## config.mk

```make
export PLATFORM = sky130hd
export DESIGN_NAME = double_ended_queue_flat
export DESIGN_NICKNAME = d
export VERILOG_FILES = /design/src/design/dq_pkg.sv /design/src/design/dq_req_if.sv /design/src/design/dq_rsp_if.sv /design/src/design/double_ended_queue.sv /design/src/design/dq_ring.sv /design/src/flat_wrapper.sv
export SDC_FILE = /design/constraint.sdc
export NUM_CORES = 2
export LEC_CHECK = 0
export CORE_MARGIN = 2
export CORE_UTILIZATION = 62
export CTS_CLUSTER_DIAMETER = 120
export CTS_CLUSTER_SIZE = 24
export DETAILED_ROUTE_END_ITERATION = 8
export DONT_BUFFER_PORTS = 1
export GPL_TIMING_DRIVEN = 0
export PLACE_DENSITY = 0.78
export SLEW_MARGIN = 20
export SYNTH_ARGS = -nofsm -noshare
export SYNTH_HDL_FRONTEND = slang
export SYNTH_SLANG_ARGS = --single-unit
export TNS_END_PERCENT = 1
```

## constraint.sdc

```tcl
create_clock -name clock -period 22.6 [get_ports clock]
set_input_delay 4.52 -clock clock [delete_from_list [all_inputs] [get_ports clock]]
set_output_delay 4.52 -clock clock [all_outputs]
set_load 0.005 [all_outputs]
```

## src/design/dq_pkg.sv

```systemverilog
`timescale 1ns / 1ps
// shared types, widths and codes for the double-ended queue
// no dependencies; compiled before every other file of the block

package dq_pkg;

   // payload widths fixed by the word format
   localparam int OP_W          = 3;
   localparam int STATUS_W      = 2;
   localparam int COUNT_W       = 5;
   localparam int NUM_W         = 64;
   localparam int TEXT_W        = 64;
   localparam int ENTRY_W       = NUM_W + TEXT_W;
   localparam int DEPTH_DEFAULT = 16;

   // operation codes
   localparam logic [OP_W-1:0] OP_NONE       = 3'd0;
   localparam logic [OP_W-1:0] OP_PUSH_FRONT = 3'd1;
   localparam logic [OP_W-1:0] OP_PUSH_BACK  = 3'd2;
   localparam logic [OP_W-1:0] OP_POP_FRONT  = 3'd3;
   localparam logic [OP_W-1:0] OP_POP_BACK   = 3'd4;
   localparam logic [OP_W-1:0] OP_CLEAR      = 3'd5;

   // status codes
   localparam logic [STATUS_W-1:0] ST_OK    = 2'd0;
   localparam logic [STATUS_W-1:0] ST_EMPTY = 2'd1;
   localparam logic [STATUS_W-1:0] ST_FULL  = 2'd2;

   // sequencer states
   typedef enum logic [1:0] {
      SQ_IDLE,
      SQ_READ,
      SQ_LOAD
   } dq_state_type;

   // commands from the sequencer to the ring
   typedef struct packed {
      logic            exec;
      logic            fetch;
      logic [OP_W-1:0] op;
   } dq_cmd_type;

   // status of the ring after the last operation
   typedef struct packed {
      logic [STATUS_W-1:0] status;
      logic [COUNT_W-1:0]  count;
      logic                empty;
   } dq_view_type;

endpackage

```

## src/design/dq_req_if.sv

```systemverilog
`timescale 1ns / 1ps
// request channel: valid/ready handshake carrying one operation word
// depends on dq_pkg

interface dq_req_if;
   import dq_pkg::*;

   logic              valid;
   logic              ready;
   logic [OP_W-1:0]   op;
   logic [NUM_W-1:0]  item_number;
   logic [TEXT_W-1:0] item_text;

   modport source (output valid, output op, output item_number, output item_text,
                   input ready);
   modport sink   (input valid, input op, input item_number, input item_text,
                   output ready);
endinterface

```

## src/design/dq_rsp_if.sv

```systemverilog
`timescale 1ns / 1ps
// response channel: valid/ready handshake carrying one result word
// depends on dq_pkg

interface dq_rsp_if;
   import dq_pkg::*;

   logic                valid;
   logic                ready;
   logic [STATUS_W-1:0] status;
   logic [COUNT_W-1:0]  count;
   logic [NUM_W-1:0]    front_number;
   logic [TEXT_W-1:0]   front_text;
   logic [NUM_W-1:0]    back_number;
   logic [TEXT_W-1:0]   back_text;

   modport source (output valid, output status, output count,
                   output front_number, output front_text,
                   output back_number, output back_text,
                   input ready);
   modport sink   (input valid, input status, input count,
                   input front_number, input front_text,
                   input back_number, input back_text,
                   output ready);
endinterface

```

## src/design/double_ended_queue.sv

```systemverilog
`timescale 1ns / 1ps
// Bounded double-ended queue of DEPTH entries (64-bit number plus 64-bit text
// tag) held in a ring buffer memory. Each request word is handled in order:
// the front index and count are updated and a pushed entry is written, the
// front and back entries are read from the memory's two read ports, and the
// response register is loaded when the response side is free. The registered
// memory read and the read-after-write ordering set this order. A new request
// is taken while the previous response still waits in the output register.
// The response carries status, count and the front and back entries after the
// operation, zeros when the queue is empty. No clearing pass follows reset.
// depends on dq_pkg, dq_req_if, dq_rsp_if and dq_ring

module double_ended_queue #(
   parameter int DEPTH = dq_pkg::DEPTH_DEFAULT
) (
   input  logic      clock,
   input  logic      reset,
   dq_req_if.sink    req_ch,
   dq_rsp_if.source  rsp_ch
);
   import dq_pkg::*;

   dq_state_type        state_ff, state_in;
   dq_cmd_type          cmd;
   dq_view_type         view;
   logic [ENTRY_W-1:0]  front_rd;
   logic [ENTRY_W-1:0]  back_rd;
   logic                load;
   logic                rsp_valid_ff, rsp_valid_in;
   logic [STATUS_W-1:0] rsp_status_ff;
   logic [COUNT_W-1:0]  rsp_count_ff;
   logic [ENTRY_W-1:0]  rsp_front_ff;
   logic [ENTRY_W-1:0]  rsp_back_ff;

   // ring core
   dq_ring #(
      .DEPTH (DEPTH)
   ) u_ring (
      .clock       (clock),
      .reset       (reset),
      .cmd         (cmd),
      .item_number (req_ch.item_number),
      .item_text   (req_ch.item_text),
      .view        (view),
      .front_rd    (front_rd),
      .back_rd     (back_rd)
   );

   // sequencer state register
   always_ff @(posedge clock) begin
      if (reset) begin
         state_ff <= SQ_IDLE;
      end else begin
         state_ff <= state_in;
      end
   end

   // sequencer next state and commands
   always_comb begin
      state_in     = state_ff;
      cmd.exec     = 1'b0;
      cmd.fetch    = 1'b0;
      cmd.op       = req_ch.op;
      req_ch.ready = 1'b0;
      load         = 1'b0;
      case (state_ff)
         SQ_IDLE: begin
            req_ch.ready = 1'b1;
            if (req_ch.valid) begin
               cmd.exec = 1'b1;
               state_in = SQ_READ;
            end
         end
         SQ_READ: begin
            cmd.fetch = 1'b1;
            state_in  = SQ_LOAD;
         end
         SQ_LOAD: begin
            if (!rsp_valid_ff || rsp_ch.ready) begin
               load     = 1'b1;
               state_in = SQ_IDLE;
            end
         end
         default: begin
            state_in = SQ_IDLE;
         end
      endcase
   end

   // response valid
   always_comb begin
      rsp_valid_in = rsp_valid_ff;
      if (load) begin
         rsp_valid_in = 1'b1;
      end else if (rsp_ch.ready) begin
         rsp_valid_in = 1'b0;
      end
   end

   always_ff @(posedge clock) begin
      if (reset) begin
         rsp_valid_ff <= 1'b0;
      end else begin
         rsp_valid_ff <= rsp_valid_in;
      end
   end

   // response payload, entries zeroed when the queue is empty
   always_ff @(posedge clock) begin
      if (load) begin
         rsp_status_ff <= view.status;
         rsp_count_ff  <= view.count;
         rsp_front_ff  <= view.empty ? '0 : front_rd;
         rsp_back_ff   <= view.empty ? '0 : back_rd;
      end
   end

   assign rsp_ch.valid        = rsp_valid_ff;
   assign rsp_ch.status       = rsp_status_ff;
   assign rsp_ch.count        = rsp_count_ff;
   assign rsp_ch.front_number = rsp_front_ff[ENTRY_W-1:TEXT_W];
   assign rsp_ch.front_text   = rsp_front_ff[TEXT_W-1:0];
   assign rsp_ch.back_number  = rsp_back_ff[ENTRY_W-1:TEXT_W];
   assign rsp_ch.back_text    = rsp_back_ff[TEXT_W-1:0];

   // an accepted word is followed by the memory read state, then the load state
   a_accept_read: assert property (@(posedge clock) disable iff (reset)
      req_ch.valid && req_ch.ready |=> state_ff == SQ_READ ##1 state_ff == SQ_LOAD)
      else $error("accepted word not followed by memory read");

   // an empty queue answers with zero entries
   a_empty_zero: assert property (@(posedge clock) disable iff (reset)
      load && view.empty |=> rsp_front_ff == '0 && rsp_back_ff == '0)
      else $error("empty queue reported entries");

endmodule

```

## src/design/dq_ring.sv

```systemverilog
`timescale 1ns / 1ps
// ring buffer core: front index, entry count and the entry memory
// depends on dq_pkg

module dq_ring #(
   parameter int DEPTH = dq_pkg::DEPTH_DEFAULT
) (
   input  logic                        clock,
   input  logic                        reset,
   input  dq_pkg::dq_cmd_type          cmd,
   input  logic [dq_pkg::NUM_W-1:0]    item_number,
   input  logic [dq_pkg::TEXT_W-1:0]   item_text,
   output dq_pkg::dq_view_type         view,
   output logic [dq_pkg::ENTRY_W-1:0]  front_rd,
   output logic [dq_pkg::ENTRY_W-1:0]  back_rd
);
   import dq_pkg::*;

   localparam int IDX_W = (DEPTH > 1) ? $clog2(DEPTH) : 1;
   localparam int CNT_W = $clog2(DEPTH + 1);
   localparam int SUM_W = CNT_W + 1;

   logic [IDX_W-1:0]    front_ff, front_in;
   logic [CNT_W-1:0]    count_ff, count_in;
   logic [STATUS_W-1:0] status_ff, status_in;
   logic [ENTRY_W-1:0]  entry_store_ff [DEPTH];
   logic [ENTRY_W-1:0]  front_rd_ff;
   logic [ENTRY_W-1:0]  back_rd_ff;

   logic                is_full;
   logic                is_empty;
   logic [IDX_W-1:0]    front_dec;
   logic [IDX_W-1:0]    front_inc;
   logic [SUM_W-1:0]    tail_sum;
   logic [SUM_W-1:0]    tail_wrap;
   logic [SUM_W-1:0]    back_sum;
   logic [SUM_W-1:0]    back_wrap;
   logic [IDX_W-1:0]    tail_slot;
   logic [IDX_W-1:0]    back_slot;
   logic                wr_en;
   logic [IDX_W-1:0]    wr_addr;
   logic [CNT_W+COUNT_W-1:0] count_wide;

   // occupancy
   assign is_full  = (count_ff == CNT_W'(DEPTH));
   assign is_empty = (count_ff == '0);

   // neighbouring slots of the front, wrapping at the ring end
   assign front_dec = (front_ff == '0) ? IDX_W'(DEPTH - 1) : front_ff - 1'b1;
   assign front_inc = (front_ff == IDX_W'(DEPTH - 1)) ? '0 : front_ff + 1'b1;

   // slot after the back (push back) and slot of the back (read)
   assign tail_sum  = SUM_W'(front_ff) + SUM_W'(count_ff);
   assign tail_wrap = (tail_sum >= SUM_W'(DEPTH)) ? tail_sum - SUM_W'(DEPTH) : tail_sum;
   assign tail_slot = tail_wrap[IDX_W-1:0];
   assign back_sum  = tail_sum - 1'b1;
   assign back_wrap = (back_sum >= SUM_W'(DEPTH)) ? back_sum - SUM_W'(DEPTH) : back_sum;
   assign back_slot = back_wrap[IDX_W-1:0];

   // next state and memory write for one operation
   always_comb begin
      front_in  = front_ff;
      count_in  = count_ff;
      status_in = ST_OK;
      wr_en     = 1'b0;
      wr_addr   = tail_slot;
      case (cmd.op)
         OP_PUSH_FRONT: begin
            if (is_full) begin
               status_in = ST_FULL;
            end else begin
               front_in = front_dec;
               count_in = count_ff + 1'b1;
               wr_en    = 1'b1;
               wr_addr  = front_dec;
            end
         end
         OP_PUSH_BACK: begin
            if (is_full) begin
               status_in = ST_FULL;
            end else begin
               count_in = count_ff + 1'b1;
               wr_en    = 1'b1;
               wr_addr  = tail_slot;
            end
         end
         OP_POP_FRONT: begin
            if (is_empty) begin
               status_in = ST_EMPTY;
            end else begin
               front_in = front_inc;
               count_in = count_ff - 1'b1;
            end
         end
         OP_POP_BACK: begin
            if (is_empty) begin
               status_in = ST_EMPTY;
            end else begin
               count_in = count_ff - 1'b1;
            end
         end
         OP_CLEAR: begin
            front_in = '0;
            count_in = '0;
         end
         default: begin
         end
      endcase
   end

   // index, count and status registers
   always_ff @(posedge clock) begin
      if (reset) begin
         front_ff  <= '0;
         count_ff  <= '0;
         status_ff <= ST_OK;
      end else if (cmd.exec) begin
         front_ff  <= front_in;
         count_ff  <= count_in;
         status_ff <= status_in;
      end
   end

   // entry memory: one write port, two registered read ports
   always_ff @(posedge clock) begin
      if (cmd.exec && wr_en) begin
         entry_store_ff[wr_addr] <= {item_number, item_text};
      end
      if (cmd.fetch) begin
         front_rd_ff <= entry_store_ff[front_ff];
         back_rd_ff  <= entry_store_ff[back_slot];
      end
   end

   // count truncated or extended to the word field
   assign count_wide  = (CNT_W + COUNT_W)'(count_ff);
   assign view.status = status_ff;
   assign view.count  = count_wide[COUNT_W-1:0];
   assign view.empty  = is_empty;
   assign front_rd    = front_rd_ff;
   assign back_rd     = back_rd_ff;

   // ring bounds hold
   a_count_bound: assert property (@(posedge clock) disable iff (reset)
      count_ff <= CNT_W'(DEPTH))
      else $error("entry count beyond depth");

   a_front_bound: assert property (@(posedge clock) disable iff (reset)
      front_ff <= IDX_W'(DEPTH - 1))
      else $error("front index beyond depth");

   // a pop on an empty ring leaves it empty and flags it
   a_pop_empty: assert property (@(posedge clock) disable iff (reset)
      cmd.exec && is_empty && (cmd.op == OP_POP_FRONT || cmd.op == OP_POP_BACK)
      |=> is_empty && status_ff == ST_EMPTY)
      else $error("pop on empty ring changed state");

   // a push on a full ring is dropped
   a_push_full: assert property (@(posedge clock) disable iff (reset)
      cmd.exec && is_full && (cmd.op == OP_PUSH_FRONT || cmd.op == OP_PUSH_BACK)
      |=> is_full && status_ff == ST_FULL && $stable(front_ff))
      else $error("push on full ring not dropped");

endmodule
```

## src/flat_wrapper.sv

```systemverilog
// flat-port wrapper written by rule: the top's interface ports become plain ports
module double_ended_queue_flat import dq_pkg::*;
#(
   parameter int DEPTH = dq_pkg::DEPTH_DEFAULT
)
  (clock, reset, req_ch_valid, req_ch_op, req_ch_item_number, req_ch_item_text, req_ch_ready, rsp_ch_valid, rsp_ch_status, rsp_ch_count, rsp_ch_front_number, rsp_ch_front_text, rsp_ch_back_number, rsp_ch_back_text, rsp_ch_ready);
  dq_req_if req_ch_i ();
  dq_rsp_if rsp_ch_i ();
  input  logic clock;
  input  logic reset;
  input wire logic [$bits(req_ch_i.valid)-1:0] req_ch_valid;
  input wire logic [$bits(req_ch_i.op)-1:0] req_ch_op;
  input wire logic [$bits(req_ch_i.item_number)-1:0] req_ch_item_number;
  input wire logic [$bits(req_ch_i.item_text)-1:0] req_ch_item_text;
  output wire logic [$bits(req_ch_i.ready)-1:0] req_ch_ready;
  output wire logic [$bits(rsp_ch_i.valid)-1:0] rsp_ch_valid;
  output wire logic [$bits(rsp_ch_i.status)-1:0] rsp_ch_status;
  output wire logic [$bits(rsp_ch_i.count)-1:0] rsp_ch_count;
  output wire logic [$bits(rsp_ch_i.front_number)-1:0] rsp_ch_front_number;
  output wire logic [$bits(rsp_ch_i.front_text)-1:0] rsp_ch_front_text;
  output wire logic [$bits(rsp_ch_i.back_number)-1:0] rsp_ch_back_number;
  output wire logic [$bits(rsp_ch_i.back_text)-1:0] rsp_ch_back_text;
  input wire logic [$bits(rsp_ch_i.ready)-1:0] rsp_ch_ready;
  assign req_ch_i.valid = req_ch_valid;
  assign req_ch_i.op = req_ch_op;
  assign req_ch_i.item_number = req_ch_item_number;
  assign req_ch_i.item_text = req_ch_item_text;
  assign req_ch_ready = req_ch_i.ready;
  assign rsp_ch_valid = rsp_ch_i.valid;
  assign rsp_ch_status = rsp_ch_i.status;
  assign rsp_ch_count = rsp_ch_i.count;
  assign rsp_ch_front_number = rsp_ch_i.front_number;
  assign rsp_ch_front_text = rsp_ch_i.front_text;
  assign rsp_ch_back_number = rsp_ch_i.back_number;
  assign rsp_ch_back_text = rsp_ch_i.back_text;
  assign rsp_ch_i.ready = rsp_ch_ready;
  double_ended_queue #(.DEPTH(DEPTH)) u_core (.clock(clock), .reset(reset), .req_ch(req_ch_i), .rsp_ch(rsp_ch_i));
endmodule
```

==> results.json <==
{
  "slew_headroom": 0.114,
  "cp.required_ns": 23.11,
  "ys_dominant_reg_cell": "edfxtp_1",
  "cts_buffers": 117,
  "cp_common_cell": "buf_12",
  "syn_inst": 5177,
  "syn_nets": 5323,
  "swShare": 0.261,
  "worstHoldStart": "u_core.u_ring.status_ff[0]$_SDFFE_PP0P_",
  "startpoint_type": "input port",
  "max_cap_violations": 0,
  "grt_pass1_vias": 60300,
  "slowest_stage": "nor2b_4",
  "cts_resized": 0,
  "cp.arrival_ns": 7.74,
  "fmax_mhz": 138,
  "synthArstFlopShare": 0,
  "cp_slowest_stage_delay_ns": 0.62,
  "wl_per_cell_um": 40.1,
  "drt-initial-drc-count": 10800,
  "netlist_area_um2": 112000,
  "post-cts-setup-buffers": 0,
  "ir_worst_vdd_v": 0.0000820,
  "die_w_um": 429,
  "die_h_um": 429,
  "p_switching_w": 0.00248,
  "clkTransAtPathRegs_ns": 0.09,
  "critPathMaxFanout": 18,
  "coreArea_um2": 179000,
  "layout_common_cells": "edfxtp_1 (2567), mux4_2 (1114), nor2b_1 (324)",
  "clk_latency_ns": 0.83,
  "synth.area.top_cells": "edfxtp_1 (69%), mux4_2 (22%), nor2b_1 (1.9%), mux2i_1 (1.4%), a211oi_1 (1.2%)",
  "dr_total_vias": 60600,
  "grt_pass1_wl_um": 445000,
  "synth_warnings": 0,
  "combinationalPowerShare": 0.177,
  "whs_ns": 0.456,
  "period_needed_ns": 7.22,
  "drive_above_1_share": 0.294,
  "dp_hpwl_um": 218000,
  "antenna_found_initial": 10,
  "cts_tree": "built",
  "die-area_um2": 184000,
  "finalCritPeriodShare": 0.320,
  "startpoint": "req_ch_op[1]",
  "post-place-ws_ns": 14.84,
  "hold_path.class": "reg2reg",
  "io_buffers": 0,
  "sequentialPowerShare": 0.570,
  "path_class": "in2reg",
  "clockBufferDepth": 3,
  "synth-seq-cells": 2581,
  "synth-edff-count": 2567,
  "grt_overflow": 0,
  "hold-path-cell-count": 0,
  "power_density_nw_per_um2": 78.1,
  "grt_max_degree": 33,
  "cts_hold_buffers": 0,
  "fin_ws_ns": 15.38,
  "reg2reg_from": "u_core.u_ring.front_ff[1]$_SDFFE_PP0P_",
  "ios": 400,
  "rows": 155,
  "drc": 0,
  "worst_pin_slew_ns": 1.33,
  "firstDrtPassIters": 8,
  "setup_violations": 0,
  "yosysTopAreaCell": "edfxtp_1",
  "p_clk_frac": 0.254,
  "final_common_cell": "edfxtp_1",
  "critical_path.endpoint_type": "register",
  "track_usage": 0.345,
  "area_delta_synth_final_pct": 8.91,
  "slew_violations": 0,
  "htreeDepth": 3,
  "p_int_w": 0.00705,
  "nets": 5597,
  "timing.setup.tns_ns": 0,
  "syn_avg_cell_area_um2": 21.6,
  "ant_nets": 0,
  "hold_viol_final": 0,
  "p_leak_nw": 36.5,
  "place_congestion": 0.900,
  "rsz0062_at_grt": "false",
  "ys_types": 62,
  "vias_per_cell": 7.68,
  "initial_core_util": 0.626,
  "skew_ns": 0.0376,
  "cts_root_buffer": "clkbuf_16",
  "status": "completed",
  "wirelength_um": 316000,
  "rr_worst_depth": 15,
  "yosysSeqAreaShare": 0.691,
  "path_cells": "nor3b_1 > o21ai_4 > a311o_2 > a21boi_1 > nor2b_4 > buf_12 > buf_12 > buf_16 > buf_12",
  "clock-sinks": 2581,
  "yosysTopAreaCellShare": 0.688
}
cells by family after synthesis:
group,share of synthesized area
muxes,0.238
DFF,0.691
buffers and inverters,0.0177
xor gates and xnor gates,0.000961
and+or+nand+nor,0.0286
AOI/OAI and AO/OA,0.0229
adders and majority gates,0.00136
critical path: cells and delay by family:
| family | cells | cell delay (ns) |
|---|---|---|
| AND/OR/NAND/NOR | 2 | 1.21 |
| buffers and inverters | 4 | 0.89 |
| AO/OA/AOI/OAI | 3 | 1.04 |
power by group through the flow:
stage | Clock, W | Sequential [W] | Combinational (W)
3_5_place_dp | 0 | 0.00554 | 0.00165
4_1_cts | 0.00242 | 0.00543 | 0.00166
6_report | 0.00242 | 0.00543 | 0.00168
5_1_grt | 0.00258 | 0.00543 | 0.00174
2_1_floorplan | 0 | 0.00554 | 0.00106
3_3_place_gp | 0 | 0.00557 | 0.00160
metrics by stage:
step	std cells	utilization	cell area (µm²)	total power, W
2_1_floorplan	5177	-	112000	0.00659
3_3_place_gp	7532	0.642	115000	0.00718
3_5_place_dp	7687	0.663	119000	0.00719
4_1_cts	7868	0.681	122000	0.00951
5_1_grt	7876	0.681	122000	0.00976
6_report	7884	0.681	122000	0.00953
synth_stat cells, drive strengths merged (2+ instances only):
master / number
a31oi: 20
buf: 224
dfxtp: 14
o31ai: 3
nand2: 41
clkbuf: 154
nand2b: 6
fa: 2
and2: 39
o211ai: 2
a211o: 4
a21boi: 4
and2b: 60
nor2: 19
a21o: 3
nand3: 6
mux2i: 154
xnor2: 4
o21ai: 8
inv: 9
edfxtp: 2567
a211oi: 172
mux4: 1114
ha: 9
xor2: 4
nor2b: 334
a21oi: 173
nor3: 7
layout make-up:
class                      count  area [µm²]
tap                         2355        2950
antenna                       16        40.0
multi-input combinational   2208       32800
clock buffer                 178        3200
fill                       10600       57000
buffer                       378        1960
inverter                      10        37.5
timing repair buffer         155        3590
clock inverter                 3        47.5
sequential                  2581       77400
routing by layer:
| metal | GRT usage | part of all wire | up-vias |
|---|---|---|---|
| met3 | 0.0961 | 0.13 | 930 |
| met4 | 0.190 | 0.066 | 4 |
| li1 | - | - | 22700 |
| met2 | 0.543 | 0.48 | 5519 |
| met1 | 0.441 | 0.32 | 31500 |
| met5 | 0 | 0.000089 | - |
sequential cells by signal, indices dropped and copies added (netlist names):
register,count
u_core.rsp_back_ff,128
u_core.rsp_ch.count,5
u_core.rsp_ch.status,2
u_core.rsp_ch.valid,1
u_core.rsp_front_ff,128
u_core.state_ff,2
u_core.u_ring.back_rd,128
u_core.u_ring.count_ff,5
u_core.u_ring.entry_store_ff,2048
u_core.u_ring.front_ff,4
u_core.u_ring.front_rd,128
u_core.u_ring.status_ff,2
path summary, 6_finish.rpt:
check / endpoint / slack, ns
max: u_core.u_ring.entry_store_ff[15][41]$_DFFE_PP_ / 15.38
min: u_core.rsp_ch.status[0]$_DFFE_PP_ / 0.46
min reg2reg: u_core.rsp_ch.status[0]$_DFFE_PP_ / 0.46
max reg2reg: u_core.u_ring.entry_store_ff[15][41]$_DFFE_PP_ / 16.26
Power figures use the tool's default switching activity.
